<file path="config.mk">
export PLATFORM = sky130hd
export DESIGN_NAME = drowsiness_distraction_monitor_core
export DESIGN_NICKNAME = d
export VERILOG_FILES = /design/src/design/ddm_pkg.sv /design/src/design/drowsiness_distraction_monitor_core.sv
export VERILOG_INCLUDE_DIRS = /design/src /design/src/design
export SDC_FILE = /design/constraint.sdc
export NUM_CORES = 2
export LEC_CHECK = 0
export ABC_AREA = 0
export BUFFER_PORTS_ARGS = -buffer_cell sky130_fd_sc_hd__buf_2
export CORE_ASPECT_RATIO = 1.1
export CORE_MARGIN = 2
export CORE_UTILIZATION = 50
export CTS_CLUSTER_DIAMETER = 60
export CTS_CLUSTER_SIZE = 10
export DETAILED_ROUTE_END_ITERATION = 12
export PLACE_DENSITY = 0.77
export SLEW_MARGIN = 40
export SYNTH_ARGS = -nofsm -noshare
export SYNTH_HDL_FRONTEND = slang
export SYNTH_SLANG_ARGS = --single-unit
</file>
<file path="constraint.sdc">
create_clock -name clk_i -period 8 [get_ports clk_i]
set_input_delay 0 -clock clk_i [delete_from_list [all_inputs] [get_ports clk_i]]
set_output_delay 0 -clock clk_i [all_outputs]
set_load 0.02 [all_outputs]
</file>
<file path="src/design/assert_macros.svh">
// Assertion macros shared by the monitor RTL.
// Each macro wraps one clocked concurrent assertion that is disabled in reset.
`ifndef ASSERT_MACROS_SVH
`define ASSERT_MACROS_SVH

// Checks prop at each rising edge of clk_i while rst_ni is high.
`define ASSERT_CLK(label, prop, msg) \
  label: assert property (@(posedge clk_i) disable iff (!rst_ni) prop) else $error(msg);

// Checks that trig implies cons on the following edge.
`define ASSERT_NEXT(label, trig, cons, msg) \
  label: assert property (@(posedge clk_i) disable iff (!rst_ni) (trig) |=> (cons)) \
    else $error(msg);

`endif

</file>
<file path="src/design/ddm_pkg.sv">
// Types and constants of the drowsiness and distraction monitor.
// Depends on nothing; imported by the monitor core.
`default_nettype none
package ddm_pkg;

  localparam int DefCountWidth = 16;
  localparam int DefTimeWidth  = 32;
  localparam int SecWidth      = 32;
  localparam int SecBitWidth   = 5;
  localparam int WinWidth      = 12;
  localparam int ThrWidth      = 8;
  localparam int CfgAddrWidth  = 5;
  localparam int CfgDataWidth  = 32;

  localparam logic [1:0] GapEnd    = 2'd3;
  localparam logic [1:0] FaceNone  = 2'd0;
  localparam logic [1:0] FaceFront = 2'd1;

  localparam logic [ThrWidth-1:0] RstPerclosThr = 8'd102;
  localparam logic [ThrWidth-1:0] RstYawnThr    = 8'd51;
  localparam logic [ThrWidth-1:0] RstSideThr    = 8'd77;
  localparam logic [ThrWidth-1:0] RstYawnSec    = 8'd2;
  localparam logic [ThrWidth-1:0] RstTurnSec    = 8'd3;
  localparam logic [WinWidth-1:0] RstWindow     = 12'd60;

  // Window slots of the boundary flags, in the order the remainder unit visits them.
  localparam logic [1:0] WinTurn  = 2'd0;
  localparam logic [1:0] WinEye   = 2'd1;
  localparam logic [1:0] WinMouth = 2'd2;

  // Ratio slots visited after the counters are updated.
  localparam logic [1:0] RatRight = 2'd0;
  localparam logic [1:0] RatLeft  = 2'd1;
  localparam logic [1:0] RatBoth  = 2'd2;
  localparam logic [1:0] RatMouth = 2'd3;

  typedef enum logic [2:0] {
    REG_PERCLOS_THR = 3'd0,
    REG_YAWN_THR    = 3'd1,
    REG_SIDE_THR    = 3'd2,
    REG_YAWN_SEC    = 3'd3,
    REG_TURN_SEC    = 3'd4,
    REG_EYE_WIN     = 3'd5,
    REG_MOUTH_WIN   = 3'd6,
    REG_TURN_WIN    = 3'd7
  } reg_idx_e;

  typedef enum logic [5:0] {
    S_IDLE  = 6'b000001,
    S_MOD   = 6'b000010,
    S_SIDE  = 6'b000100,
    S_UPD   = 6'b001000,
    S_RATIO = 6'b010000,
    S_DONE  = 6'b100000
  } state_e;

  typedef struct packed {
    logic yawn_event;
    logic turn_held;
    logic turn_frequent;
    logic sleepy;
    logic right_eye_heavy;
    logic left_eye_heavy;
    logic frequent_yawn;
  } result_t;

endpackage
`default_nettype wire

</file>
<file path="src/design/drowsiness_distraction_monitor_core.sv">
// Drowsiness and distraction monitor: run detectors, windowed counters and ratio checks.
// Depends on ddm_pkg and assert_macros.svh.
//
// Channel   Direction  Handshake                 Payload
// in        to block   in_valid_i / in_stall_o   face_kind_i, eye, mouth flags, now_seconds_i
// out       from block out_valid_o / out_stall_i seven result flags
// config    to block   psel/penable/pwrite       paddr, pwdata, prdata (pready tied high)
//
// One shared restoring remainder unit takes the timestamp modulo each of the three window
// lengths at one bit a cycle, then one shared multiplier compares the five ratios, one a
// cycle but for the counter update after the side ratio. in_stall_o is high from acceptance
// until the result is taken. Reset clears all counters and restores register defaults.
`default_nettype none
`include "assert_macros.svh"
module drowsiness_distraction_monitor_core #(
  parameter int COUNT_WIDTH = ddm_pkg::DefCountWidth,
  parameter int TIME_WIDTH  = ddm_pkg::DefTimeWidth
) (
  input  wire logic                             clk_i,
  input  wire logic                             rst_ni,
  input  wire logic                             in_valid_i,
  output logic                                  in_stall_o,
  input  wire logic [1:0]                       face_kind_i,
  input  wire logic                             right_eye_closed_i,
  input  wire logic                             left_eye_closed_i,
  input  wire logic                             mouth_open_i,
  input  wire logic [ddm_pkg::SecWidth-1:0]     now_seconds_i,
  output logic                                  out_valid_o,
  input  wire logic                             out_stall_i,
  output logic                                  yawn_event_o,
  output logic                                  turn_held_o,
  output logic                                  turn_frequent_o,
  output logic                                  sleepy_o,
  output logic                                  right_eye_heavy_o,
  output logic                                  left_eye_heavy_o,
  output logic                                  frequent_yawn_o,
  input  wire logic                             psel,
  input  wire logic                             penable,
  input  wire logic                             pwrite,
  input  wire logic [ddm_pkg::CfgAddrWidth-1:0] paddr,
  input  wire logic [ddm_pkg::CfgDataWidth-1:0] pwdata,
  output logic [ddm_pkg::CfgDataWidth-1:0]      prdata,
  output logic                                  pready
);
  import ddm_pkg::*;

  localparam int CW = COUNT_WIDTH;
  localparam int TW = TIME_WIDTH;
  localparam int PW = COUNT_WIDTH + ThrWidth + 1;

  typedef logic [CW-1:0] cnt_t;
  typedef logic [TW-1:0] tim_t;

  function automatic cnt_t sat_inc(input cnt_t v);
    return (&v) ? v : v + 1'b1;
  endfunction

  function automatic logic [1:0] gap_inc(input logic [1:0] g);
    return (g == GapEnd) ? g : g + 2'd1;
  endfunction

  function automatic logic exceeds(input tim_t now, input tim_t start,
                                   input logic [ThrWidth-1:0] limit);
    tim_t d;
    d = now - start;
    return !d[TW-1] && (d > tim_t'(limit));
  endfunction

  // Configuration registers
  logic [ThrWidth-1:0] perclos_thr_q, yawn_thr_q, side_thr_q, yawn_sec_q, turn_sec_q;
  logic [WinWidth-1:0] eye_win_q, mouth_win_q, turn_win_q;
  logic                cfg_wr;
  reg_idx_e            cfg_idx;

  assign pready  = 1'b1;
  assign cfg_wr  = psel && penable && pwrite;
  assign cfg_idx = reg_idx_e'(paddr[4:2]);

  always_ff @(posedge clk_i or negedge rst_ni) begin
    if (!rst_ni) begin
      perclos_thr_q <= RstPerclosThr;
      yawn_thr_q    <= RstYawnThr;
      side_thr_q    <= RstSideThr;
      yawn_sec_q    <= RstYawnSec;
      turn_sec_q    <= RstTurnSec;
      eye_win_q     <= RstWindow;
      mouth_win_q   <= RstWindow;
      turn_win_q    <= RstWindow;
    end else if (cfg_wr) begin
      unique case (cfg_idx)
        REG_PERCLOS_THR: perclos_thr_q <= pwdata[ThrWidth-1:0];
        REG_YAWN_THR:    yawn_thr_q    <= pwdata[ThrWidth-1:0];
        REG_SIDE_THR:    side_thr_q    <= pwdata[ThrWidth-1:0];
        REG_YAWN_SEC:    yawn_sec_q    <= pwdata[ThrWidth-1:0];
        REG_TURN_SEC:    turn_sec_q    <= pwdata[ThrWidth-1:0];
        REG_EYE_WIN:     eye_win_q     <= pwdata[WinWidth-1:0];
        REG_MOUTH_WIN:   mouth_win_q   <= pwdata[WinWidth-1:0];
        REG_TURN_WIN:    turn_win_q    <= pwdata[WinWidth-1:0];
        default: ;
      endcase
    end
  end

  always_comb begin
    unique case (cfg_idx)
      REG_PERCLOS_THR: prdata = CfgDataWidth'(perclos_thr_q);
      REG_YAWN_THR:    prdata = CfgDataWidth'(yawn_thr_q);
      REG_SIDE_THR:    prdata = CfgDataWidth'(side_thr_q);
      REG_YAWN_SEC:    prdata = CfgDataWidth'(yawn_sec_q);
      REG_TURN_SEC:    prdata = CfgDataWidth'(turn_sec_q);
      REG_EYE_WIN:     prdata = CfgDataWidth'(eye_win_q);
      REG_MOUTH_WIN:   prdata = CfgDataWidth'(mouth_win_q);
      REG_TURN_WIN:    prdata = CfgDataWidth'(turn_win_q);
      default:         prdata = '0;
    endcase
  end

  // Sequencer and request registers
  state_e               state_q, state_d;
  logic [1:0]           kind_q;
  logic                 rclosed_q, lclosed_q, mopen_q, new_sec_q;
  logic [SecWidth-1:0]  sec_q;
  logic [SecBitWidth-1:0] bit_q, bit_d;
  logic [1:0]           win_idx_q, win_idx_d, rat_idx_q, rat_idx_d;
  logic [WinWidth-1:0]  rem_q, rem_d, win_sel, rem_nx;
  logic [WinWidth:0]    rem_sh;
  logic [2:0]           bnd_q, bnd_d;
  result_t              res_q, res_d;

  // Tracker and counter state
  tim_t       last_second_q, last_second_d, turn_start_q, turn_start_d;
  tim_t       mouth_start_q, mouth_start_d, now_t;
  logic [1:0] last_dir_q, last_dir_d, turn_gap_q, turn_gap_d, mouth_gap_q, mouth_gap_d;
  logic       last_mopen_q, last_mopen_d;
  cnt_t       front_q, front_d, side_q, side_d, mouth_fr_q, mouth_fr_d;
  cnt_t       run_q, run_d, yawn_fr_q, yawn_fr_d;
  cnt_t       eye_closed_q [3];
  cnt_t       eye_closed_d [3];
  cnt_t       eye_total_q [3];
  cnt_t       eye_total_d [3];

  assign now_t = tim_t'(sec_q);

  // Shared remainder step: one timestamp bit a cycle against the selected window.
  always_comb begin
    case (win_idx_q)
      WinTurn: win_sel = turn_win_q;
      WinEye:  win_sel = eye_win_q;
      default: win_sel = mouth_win_q;
    endcase
    rem_sh = {rem_q, sec_q[bit_q]};
    if (rem_sh >= {1'b0, win_sel}) begin
      rem_nx = WinWidth'(rem_sh - {1'b0, win_sel});
    end else begin
      rem_nx = rem_sh[WinWidth-1:0];
    end
  end

  // Shared ratio compare: part * 256 > threshold * total.
  logic [CW:0]          tot_sel;
  cnt_t                 part_sel;
  logic [ThrWidth-1:0]  thr_sel;
  logic [PW-1:0]        prod, lhs;
  logic                 over;

  always_comb begin
    if (state_q == S_SIDE) begin
      part_sel = side_q;
      tot_sel  = {1'b0, side_q} + {1'b0, front_q};
      thr_sel  = side_thr_q;
    end else if (rat_idx_q == RatMouth) begin
      part_sel = yawn_fr_q;
      tot_sel  = {1'b0, mouth_fr_q};
      thr_sel  = yawn_thr_q;
    end else begin
      part_sel = eye_closed_q[rat_idx_q];
      tot_sel  = {1'b0, eye_total_q[rat_idx_q]};
      thr_sel  = perclos_thr_q;
    end
    prod = PW'(thr_sel) * PW'(tot_sel);
    lhs  = PW'({part_sel, 8'd0});
    over = lhs > prod;
  end

  logic front_now, ratio_en;
  assign front_now = (kind_q == FaceFront);
  assign ratio_en  = front_now && new_sec_q &&
                     ((rat_idx_q == RatMouth) ? bnd_q[WinMouth] : bnd_q[WinEye]);

  always_comb begin
    logic       mo;
    logic [1:0] g;
    state_d       = state_q;
    bit_d         = bit_q;
    win_idx_d     = win_idx_q;
    rat_idx_d     = rat_idx_q;
    rem_d         = rem_q;
    bnd_d         = bnd_q;
    res_d         = res_q;
    last_second_d = last_second_q;
    turn_start_d  = turn_start_q;
    mouth_start_d = mouth_start_q;
    last_dir_d    = last_dir_q;
    turn_gap_d    = turn_gap_q;
    mouth_gap_d   = mouth_gap_q;
    last_mopen_d  = last_mopen_q;
    front_d       = front_q;
    side_d        = side_q;
    mouth_fr_d    = mouth_fr_q;
    run_d         = run_q;
    yawn_fr_d     = yawn_fr_q;
    eye_closed_d  = eye_closed_q;
    eye_total_d   = eye_total_q;
    mo            = 1'b0;
    g             = 2'd0;
    unique case (state_q)
      S_IDLE: begin
        if (in_valid_i) begin
          state_d   = S_MOD;
          bit_d     = SecBitWidth'(SecWidth - 1);
          win_idx_d = WinTurn;
          rem_d     = '0;
          res_d     = '0;
        end
      end
      S_MOD: begin
        rem_d = rem_nx;
        if (bit_q == '0) begin
          bnd_d[win_idx_q] = (win_sel != '0) && (rem_nx == '0);
          rem_d = '0;
          bit_d = SecBitWidth'(SecWidth - 1);
          if (win_idx_q == WinMouth) begin
            state_d = S_SIDE;
          end else begin
            win_idx_d = win_idx_q + 2'd1;
          end
        end else begin
          bit_d = bit_q - 1'b1;
        end
      end
      S_SIDE: begin
        if (kind_q != FaceNone && new_sec_q && bnd_q[WinTurn]) begin
          res_d.turn_frequent = over;
          side_d  = '0;
          front_d = '0;
        end
        state_d = S_UPD;
      end
      S_UPD: begin
        if (kind_q != FaceNone) begin
          // Head direction run with a three-frame gap debounce.
          if (last_dir_q != kind_q) begin
            if (kind_q != FaceFront) begin
              if (turn_gap_q == '0) turn_start_d = now_t;
              else turn_gap_d = '0;
            end else begin
              turn_gap_d = gap_inc(turn_gap_q);
            end
            last_dir_d = kind_q;
          end else if (kind_q != FaceFront) begin
            if (exceeds(now_t, turn_start_q, turn_sec_q)) begin
              turn_start_d = now_t;
              res_d.turn_held = 1'b1;
            end
          end else if (turn_gap_q != '0) begin
            g = gap_inc(turn_gap_q);
            turn_gap_d = (g == GapEnd) ? 2'd0 : g;
          end
          // Mouth run: a yawn ends after three closed frames.
          mo = front_now && mopen_q;
          if (last_mopen_q != mo) begin
            if (mo) begin
              if (mouth_gap_q == '0) begin
                mouth_start_d = now_t;
                run_d = sat_inc(run_q);
              end else begin
                mouth_gap_d = '0;
              end
            end else begin
              mouth_gap_d = gap_inc(mouth_gap_q);
            end
            last_mopen_d = mo;
          end else if (mo) begin
            run_d = sat_inc(run_q);
          end else if (mouth_gap_q != '0) begin
            g = gap_inc(mouth_gap_q);
            mouth_gap_d = g;
            if (g == GapEnd) begin
              if (exceeds(now_t, mouth_start_q, yawn_sec_q)) begin
                yawn_fr_d = ((({1'b0, yawn_fr_q} + {1'b0, run_q}) >> CW) != '0) ?
                            '1 : yawn_fr_q + run_q;
                res_d.yawn_event = 1'b1;
              end
              run_d       = '0;
              mouth_gap_d = '0;
            end
          end
          if (front_now) begin
            front_d    = sat_inc(front_q);
            mouth_fr_d = sat_inc(mouth_fr_q);
            for (int i = 0; i < 3; i++) begin
              eye_total_d[i] = sat_inc(eye_total_q[i]);
            end
            if (rclosed_q) eye_closed_d[0] = sat_inc(eye_closed_q[0]);
            if (lclosed_q) eye_closed_d[1] = sat_inc(eye_closed_q[1]);
            if (rclosed_q && lclosed_q) eye_closed_d[2] = sat_inc(eye_closed_q[2]);
          end else begin
            side_d = sat_inc(side_q);
          end
        end
        last_second_d = now_t;
        rat_idx_d     = RatRight;
        state_d       = S_RATIO;
      end
      S_RATIO: begin
        if (ratio_en) begin
          case (rat_idx_q)
            RatRight: res_d.right_eye_heavy = over;
            RatLeft:  res_d.left_eye_heavy  = over;
            RatBoth:  res_d.sleepy          = over;
            default:  res_d.frequent_yawn   = over;
          endcase
        end
        if (rat_idx_q == RatMouth) begin
          if (front_now && new_sec_q) begin
            if (bnd_q[WinEye]) begin
              for (int i = 0; i < 3; i++) begin
                eye_closed_d[i] = '0;
                eye_total_d[i]  = '0;
              end
            end
            if (bnd_q[WinMouth]) begin
              mouth_fr_d = '0;
              yawn_fr_d  = '0;
            end
          end
          state_d = S_DONE;
        end else begin
          rat_idx_d = rat_idx_q + 2'd1;
        end
      end
      S_DONE: begin
        if (!out_stall_i) state_d = S_IDLE;
      end
      default: state_d = S_IDLE;
    endcase
  end

  // Request fields are held without reset.
  always_ff @(posedge clk_i) begin
    if (state_q == S_IDLE && in_valid_i) begin
      kind_q    <= face_kind_i;
      rclosed_q <= right_eye_closed_i;
      lclosed_q <= left_eye_closed_i;
      mopen_q   <= mouth_open_i;
      sec_q     <= now_seconds_i;
      new_sec_q <= (last_second_q != tim_t'(now_seconds_i));
    end
  end

  always_ff @(posedge clk_i or negedge rst_ni) begin
    if (!rst_ni) begin
      state_q       <= S_IDLE;
      bit_q         <= '0;
      win_idx_q     <= '0;
      rat_idx_q     <= '0;
      rem_q         <= '0;
      bnd_q         <= '0;
      res_q         <= '0;
      last_second_q <= '0;
      turn_start_q  <= '0;
      mouth_start_q <= '0;
      last_dir_q    <= '0;
      turn_gap_q    <= '0;
      mouth_gap_q   <= '0;
      last_mopen_q  <= 1'b0;
      front_q       <= '0;
      side_q        <= '0;
      mouth_fr_q    <= '0;
      run_q         <= '0;
      yawn_fr_q     <= '0;
      for (int i = 0; i < 3; i++) begin
        eye_closed_q[i] <= '0;
        eye_total_q[i]  <= '0;
      end
    end else begin
      state_q       <= state_d;
      bit_q         <= bit_d;
      win_idx_q     <= win_idx_d;
      rat_idx_q     <= rat_idx_d;
      rem_q         <= rem_d;
      bnd_q         <= bnd_d;
      res_q         <= res_d;
      last_second_q <= last_second_d;
      turn_start_q  <= turn_start_d;
      mouth_start_q <= mouth_start_d;
      last_dir_q    <= last_dir_d;
      turn_gap_q    <= turn_gap_d;
      mouth_gap_q   <= mouth_gap_d;
      last_mopen_q  <= last_mopen_d;
      front_q       <= front_d;
      side_q        <= side_d;
      mouth_fr_q    <= mouth_fr_d;
      run_q         <= run_d;
      yawn_fr_q     <= yawn_fr_d;
      eye_closed_q  <= eye_closed_d;
      eye_total_q   <= eye_total_d;
    end
  end

  assign in_stall_o        = (state_q != S_IDLE);
  assign out_valid_o       = (state_q == S_DONE);
  assign yawn_event_o      = res_q.yawn_event;
  assign turn_held_o       = res_q.turn_held;
  assign turn_frequent_o   = res_q.turn_frequent;
  assign sleepy_o          = res_q.sleepy;
  assign right_eye_heavy_o = res_q.right_eye_heavy;
  assign left_eye_heavy_o  = res_q.left_eye_heavy;
  assign frequent_yawn_o   = res_q.frequent_yawn;

  `ASSERT_CLK(a_busy_while_result, out_valid_o |-> in_stall_o, "result shown while accepting")
  `ASSERT_NEXT(a_done_from_ratio, $rose(out_valid_o), $past(state_q, 2) == S_RATIO,
               "result raised without the ratio pass")
  `ASSERT_NEXT(a_start_clears, (state_q == S_IDLE) && in_valid_i, res_q == '0,
               "result flags not cleared on a new request")
  `ASSERT_CLK(a_turn_gap_range, turn_gap_q != GapEnd, "turn gap counter left at its end value")

endmodule
`default_nettype wire

</file>
Word-level counts from Yosys, hierarchy flattened
Cells that the tools add are included. W data, S select, Z words.

Register bits: 430. Output and inout port bits: 42. Word-level logic and storage cells: 361.

Add/sub/neg operators: 21. $mul: 1. Order comparisons: 8. Equal/unequal tests: 74. Mux-type cells: 126. Bitwise logic cells: 1. Reductions and logical operators: 85.

Operator list (number): $mux W16 (43); $mux W48 (7); $pmux W32 S8 (1); $pmux W48 S2 (2); $add A16 B1 Y16 const B (10); $mux W32 (5); $reduce_and A16 Y1 (10); $pmux W16 S2 (4); $ne A2 B2 Y1 const B (39); $bmux W16 S2 (2); $gt A32 B8 Y1 (2); $sub A32 B32 Y32 (2); $pmux W12 S2 (2); $mux W2 (19); $mux W12 (3); $pmux W6 S6 (1); $reduce_and A5 Y1 (7); $add A16 B16 Y17 (2); $ne A32 B32 Y1 (1); $reduce_and A8 Y1 (4); $mux W6 (5); $reduce_and A7 Y1 (4); $reduce_bool A2 Y1 (14); $gt A24 B25 Y1 (1); other kinds (52) (126).

Logic depth before layout (Yosys ltp)
Depth after elaboration: 11. Gate-level depth with buffers: 37.

Worst setup path before layout
No wires, ideal clock.

Kind: register to register. From: register side_q[0]. To: register res_q (netlist bit turn_frequent_o). Data arrival time: 7.557 ns. Required time: 7.880 ns. Path slack: 0.322 ns. Stages on the path, launching flop included: 36. Buffers on the path: 0. Period minus slack after synthesis: 7.678 ns. Cells stage by stage: dfrtp_1 > ha_1 > fa_1 > a21o_1 > a21oi_1 > o21bai_1 > a21o_1 > a21oi_1 > inv_1 > a21oi_1 > xnor2_1 > o21ai_1 > nor2_1 > fa_1 > fa_1 > fa_1 > inv_1 > fa_1 > inv_1 > ha_1 > nand3_1 > o2111ai_1 > a31o_2 > a21o_1 > a21o_1 > a21oi_1 > xor2_1 > ha_1 > a21o_1 > a21oi_1 > nor2b_1 > o21ai_0 > nand2b_1 > a211oi_1 > a21oi_1 > a31o_2.

Longest elaborated chain between the ends: 6. Elaborated cells on any way between the ends: 7. Those cells by class: 1 x add/sub; 1 x mul; 1 x order compare; 4 x mux.

Ends and longest elaborated chain: start: declaration (line drowsiness_distraction_monitor_core.sv:135) `cnt_t front_q, front_d, side_q, side_d, mouth_fr_q, mouth_fr_d;`; start signal: assignment (line drowsiness_distraction_monitor_core.sv:402) `side_q <= side_d;`; $add A16 B16 Y17 (line drowsiness_distraction_monitor_core.sv:169) `tot_sel = {1'b0, side_q} + {1'b0, front_q};`; $mux W17 (line drowsiness_distraction_monitor_core.sv:167) `if (state_q == S_SIDE) begin`; $mul A8 B17 Y25 (line drowsiness_distraction_monitor_core.sv:180) `prod = PW'(thr_sel) * PW'(tot_sel);`; $gt A24 B25 Y1 (*) (line drowsiness_distraction_monitor_core.sv:182) `over = lhs > prod;`; $mux W1 (*) (line drowsiness_distraction_monitor_core.sv:242) `if (kind_q != FaceNone && new_sec_q && bnd_q[WinTurn]) begin`; $pmux W1 S2 (*) (line drowsiness_distraction_monitor_core.sv:216) `unique case (state_q)`; end signal: assignment (line drowsiness_distraction_monitor_core.sv:393) `res_q <= res_d;`; end: declaration (line drowsiness_distraction_monitor_core.sv:128) `result_t res_q, res_d;`.

Mark *: on every way between the ends. The rest lies on a longest branch, timed or not. The select of a mux whose other input is x is not followed. A chain may end at the register's enable or synchronous reset.

Worst setup path after layout
From: register front_q[0]. To: register res_q (netlist bit left_eye_heavy_o).

Longest elaborated chain between the ends: 7.

Ends and longest elaborated chain: start: declaration (line drowsiness_distraction_monitor_core.sv:135); start signal: assignment (line drowsiness_distraction_monitor_core.sv:401) `front_q <= front_d;`; $add A16 B16 Y17 (line drowsiness_distraction_monitor_core.sv:169); $mux W17 (line drowsiness_distraction_monitor_core.sv:167); $mul A8 B17 Y25 (line drowsiness_distraction_monitor_core.sv:180); $gt A24 B25 Y1 (line drowsiness_distraction_monitor_core.sv:182); $mux W1 (line drowsiness_distraction_monitor_core.sv:317) `case (rat_idx_q)`; $mux W4 (line drowsiness_distraction_monitor_core.sv:316) `if (ratio_en) begin`; $pmux W4 S2 (line drowsiness_distraction_monitor_core.sv:216).

No other way between the ends. The select of a mux whose other input is x is not followed.

==> impl_metrics.xml <==
<?xml version="1.0" encoding="UTF-8"?>
<metrics>
  <group name="sta">
    <metric name="timing.final.crit_period" unit="ns">7.651</metric>
    <metric name="worst_slew_margin_rel" unit="%">41.96</metric>
    <metric name="max_freq" unit="GHz">0.1307</metric>
    <metric name="timing.final.max_slew_violations" unit="">0</metric>
    <metric name="finalSetupViolations" unit="">0</metric>
    <metric name="clock_skew" unit="ns">0.02365</metric>
    <metric name="post-route-period-util" unit="%">95.64</metric>
    <metric name="hold_violations" unit="">0</metric>
    <metric name="timing.hold.ws" unit="ns">0.04924</metric>
    <metric name="tightestPinTransition" unit="ns">0.8615</metric>
  </group>
  <group name="placed_design">
    <metric name="numPlacedInstances" unit="">4448</metric>
    <metric name="portBuffers" unit="">79</metric>
    <metric name="post_dp_hpwl" unit="mm">63.12</metric>
    <metric name="gp_congestion" unit="">0.9710</metric>
  </group>
  <group name="grt">
    <metric name="grt.total_usage" unit="%">26.12</metric>
    <metric name="grt_first_pass_wirelength" unit="mm">140.6</metric>
    <metric name="number_of_global_route_vias_before_repair" unit="">26978</metric>
    <metric name="largest_net_degree_at_the_start_of_global_routing" unit="">103</metric>
    <metric name="globalRoute.totalOverflow" unit="">0</metric>
    <metric name="antenna_found_initial" unit="">1</metric>
  </group>
  <group name="clocking">
    <metric name="clkTransAtPathRegs" unit="ns">0.06</metric>
    <metric name="clock_latency" unit="ns">0.60</metric>
    <metric name="tritoncts" unit="">built</metric>
    <metric name="cts_made_buffers" unit="">50</metric>
    <metric name="cts-root-to-sink-buffers" unit="">3</metric>
    <metric name="clock_sinks" unit="">430</metric>
    <metric name="clock_tree.htree_level_count" unit="">2</metric>
    <metric name="root_buffer" unit="">clkbuf_16</metric>
  </group>
  <group name="synthesis">
    <metric name="synth_top_family_by_area" unit="">simple AND/OR/NAND/NOR gates</metric>
    <metric name="synth_sequential_area_ratio" unit="%">34.23</metric>
    <metric name="yosys.area.top_type_share" unit="%">28.38</metric>
    <metric name="synth_enable_flop_cells" unit="">38</metric>
    <metric name="synth_top_cell_by_area" unit="">dfrtp_1</metric>
    <metric name="count_of_mapped_cells_out_of_synthesis" unit="">3591</metric>
    <metric name="post_synth_main_area_contributors" unit="">dfrtp_1 28%, ha_1 8.0%, fa_1 5.9%, mux2_2 5.6%, nor2_1 4.9%</metric>
    <metric name="yosys_most_used_dff" unit="">dfrtp_1</metric>
    <metric name="mux_share_of_post_synthesis_cell_area" unit="%">7.580</metric>
    <metric name="synthesis.area" unit="um2">32090</metric>
    <metric name="ys_ff_latch" unit="">430</metric>
    <metric name="post_synth_xor_area_fraction" unit="%">5.158</metric>
    <metric name="synth.avg_cell_area" unit="um2">8.936</metric>
    <metric name="synthSimpleGateAreaFrac" unit="%">17.53</metric>
    <metric name="synth_compound_gate_area_share" unit="%">16.31</metric>
    <metric name="post_synth_fa_ha_maj_area_fraction" unit="%">13.92</metric>
    <metric name="synth_cell_type_count" unit="">89</metric>
    <metric name="post_synthesis_async_set_or_reset_flop_share" unit="%">91.16</metric>
    <metric name="yosys_warnings" unit="">0</metric>
  </group>
  <group name="setup_path">
    <metric name="worstSetupEndpointType" unit="">flop</metric>
    <metric name="worstSetupPathType" unit="">reg -&gt; reg</metric>
    <metric name="setup.reg_to_reg.worst_slack" unit="ns">0.35</metric>
    <metric name="crit_path_start_kind" unit="">flop</metric>
    <metric name="crit-reg2reg-capture" unit="">left_eye_heavy_o</metric>
    <metric name="worst-endpoint-required" unit="ns">8.49</metric>
    <metric name="r2r-start" unit="">front_q[0]</metric>
    <metric name="critical_path_arrival" unit="ns">8.14</metric>
    <metric name="crit_buf_inv" unit="">4</metric>
    <metric name="timing.critical_path.max_delay_family" unit="">adder cells</metric>
    <metric name="worst_r2r_path_depth" unit="">36</metric>
    <metric name="worst_path_max_delay_cell" unit="">fa_1</metric>
    <metric name="critical_path.max_stage_delay" unit="ns">0.57</metric>
    <metric name="timing.critical_path.fanout_max" unit="">7</metric>
    <metric name="cp_common_cell" unit="">a21oi_2</metric>
  </group>
  <group name="die">
    <metric name="fp.dieArea" unit="um2">66230</metric>
    <metric name="die_height" unit="um">269.7</metric>
    <metric name="rows" unit="">97</metric>
    <metric name="die-width" unit="um">245.6</metric>
    <metric name="design.core.area" unit="um2">63600</metric>
    <metric name="ios" unit="">123</metric>
    <metric name="start_util" unit="%">50.46</metric>
  </group>
  <group name="power">
    <metric name="power.share.clock" unit="%">23.3</metric>
    <metric name="p_per_cell_area" unit="nW/um2">251.1</metric>
    <metric name="power.sequential.fraction" unit="%">32.6</metric>
    <metric name="vdd_drop_max" unit="mV">0.2558</metric>
    <metric name="p_sw" unit="uW">3625</metric>
    <metric name="switching_share" unit="%">40.33</metric>
    <metric name="power.share.combinational" unit="%">44.1</metric>
    <metric name="p_leak" unit="uW">0.01623</metric>
    <metric name="internal_power_component" unit="uW">5364</metric>
  </group>
  <group name="cells_and_area">
    <metric name="final_cell_mix" unit="">403 x nor2_1, 364 x dfrtp_1, 339 x nand2_1</metric>
    <metric name="layout.cells.most_common" unit="">nor2_1</metric>
    <metric name="area_growth_syn_to_layout" unit="%">11.57</metric>
    <metric name="instances_no_fill" unit="">4588</metric>
    <metric name="layout.nets" unit="">4099</metric>
    <metric name="n_antenna_cell" unit="">0</metric>
    <metric name="number_of_filler_instances_in_the_final_layout" unit="">5543</metric>
    <metric name="drive_gt1_share" unit="%">13.93</metric>
  </group>
  <group name="routing">
    <metric name="drc" unit="">0</metric>
    <metric name="vias_per_cell" unit="">5.993</metric>
    <metric name="detailedRoute.firstPassIterationCount" unit="">5</metric>
    <metric name="routed_wl" unit="mm">86.47</metric>
    <metric name="vias" unit="">27498</metric>
    <metric name="drt_iter0_drc" unit="">2277</metric>
    <metric name="postRouteAntennaNets" unit="">0</metric>
    <metric name="route.detailed.wl_per_inst" unit="um">18.85</metric>
  </group>
  <group name="hold_path">
    <metric name="hp-start" unit="">penable</metric>
    <metric name="hold_depth" unit="">5</metric>
    <metric name="hold_path.class" unit="">in -&gt; reg</metric>
    <metric name="worst_hold_path.endpoint" unit="">side_thr_q[1]</metric>
  </group>
  <group name="outcome">
    <metric name="status" unit="">finished, final reports clean</metric>
  </group>
  <group name="job">
    <metric name="max-cap-violations" unit="">0</metric>
  </group>
</metrics>
cell families after synthesis:
| group | Yosys count |
|---|---|
| DFF | 430 |
| and+or+nand+nor | 1217 |
| buffers and inverters | 418 |
| xor gates and xnor gates | 189 |
| muxes | 208 |
| AOI/OAI and AO/OA | 827 |
| adders and majority gates | 300 |
| other | 2 |
layer usage:
metal,vias to the layer above,track usage (%),part of all wire [%]
li1,12871,-,-
met4,2,11.99,5.0
met1,13454,32.77,40
met5,-,0,0.017
met3,236,3.394,5.7
met2,935,44.64,49
how the worst max path moves through the flow:
stage | to | cells after the start | start | slack (ns)
2_1_floorplan | turn_frequent_o | 35 | side_q[0] | 0.32
3_5_place_dp | turn_frequent_o | 35 | front_q[0] | -0.16
5_1_grt | right_eye_heavy_o | 36 | front_q[0] | -0.005
4_1_cts | turn_frequent_o | 36 | front_q[0] | 0.01
3_3_place_gp | turn_frequent_o | 35 | front_q[0] | 0.03
6_report | left_eye_heavy_o | 36 | front_q[0] | 0.35
power groups by stage:
stage	Sequential [uW]	Combinational, uW	Clock [uW]
after floorplan	2820	2870	0
after global placement	2930	3730	0
after detailed placement	2950	3810	0
after CTS	2920	3880	2130
after global routing	2970	4390	2220
final	2930	3960	2100
flip-flops by register name (all words and copies together), names as in the netlist, 12 cells and up:
signal         flops
last_second_q     32
mouth_fr_q        16
eye_closed_q      48
now_t             32
yawn_fr_q         16
turn_start_q      32
eye_win_q         12
rem_q             12
mouth_start_q     32
mouth_win_q       12
front_q           16
turn_win_q        12
run_q             16
eye_total_q       48
side_q            16
area by class of cell:
type | count | area (um2) | area share [%]
Clock buffer | 76 | 1390 | 3.883
Clock inverter | 5 | 53.80 | 0.1503
Inverter | 259 | 972.2 | 2.715
Multi-Input combinational cell | 2762 | 19700 | 55.02
Sequential cell | 430 | 10990 | 30.68
Tap cell | 841 | 1052 | 2.939
Timing Repair Buffer | 215 | 1650 | 4.609
synth_stat cells, drive strengths merged, types with 28 or more instances:
library cell / n
mux2i: 36
nand3: 93
nor3: 45
a21oi: 190
edfxtp: 38
and3: 51
nand2: 340
or3: 38
buf: 45
mux2: 160
nor2b: 33
or2: 36
o21ai: 287
clkbuf: 114
nand4: 72
dfrtp: 364
xnor2: 107
ha: 205
inv: 258
a21o: 49
dfstp: 28
xor2: 82
a31oi: 38
fa: 95
nor2: 419
worst min-delay path, cell delays in order:
cell and delay, ns:
buf_2 0.10, nand3_1 0.18, nor3_2 0.13, nand2_1 0.08, o21ai_0 0.08
timing repair:
action	in CTS	in global routing
gates resized for setup	5	29
endpoints found under the setup margin	5	5
hold buffers	53	1
hold endpoints to repair	216	43
pin swaps	1	27
setup buffers	0	4
per-stage QoR:
step           area [um2]   TNS [ns]  setup slack [ns]  util (%)  power (uW)
2_1_floorplan       32160          0            0.3224         -        5694
3_3_place_gp        33510          0           0.02616     52.69        6664
3_5_place_dp        33590    -0.7568           -0.1597     52.82        6759
4_1_cts             35590          0           0.01197     55.96        8931
5_1_grt             35800  -0.009710         -0.005123     56.30        9587
6_report            35800          0            0.3490     56.30        8989
No activity file was read; power rests on OpenSTA's default activity.
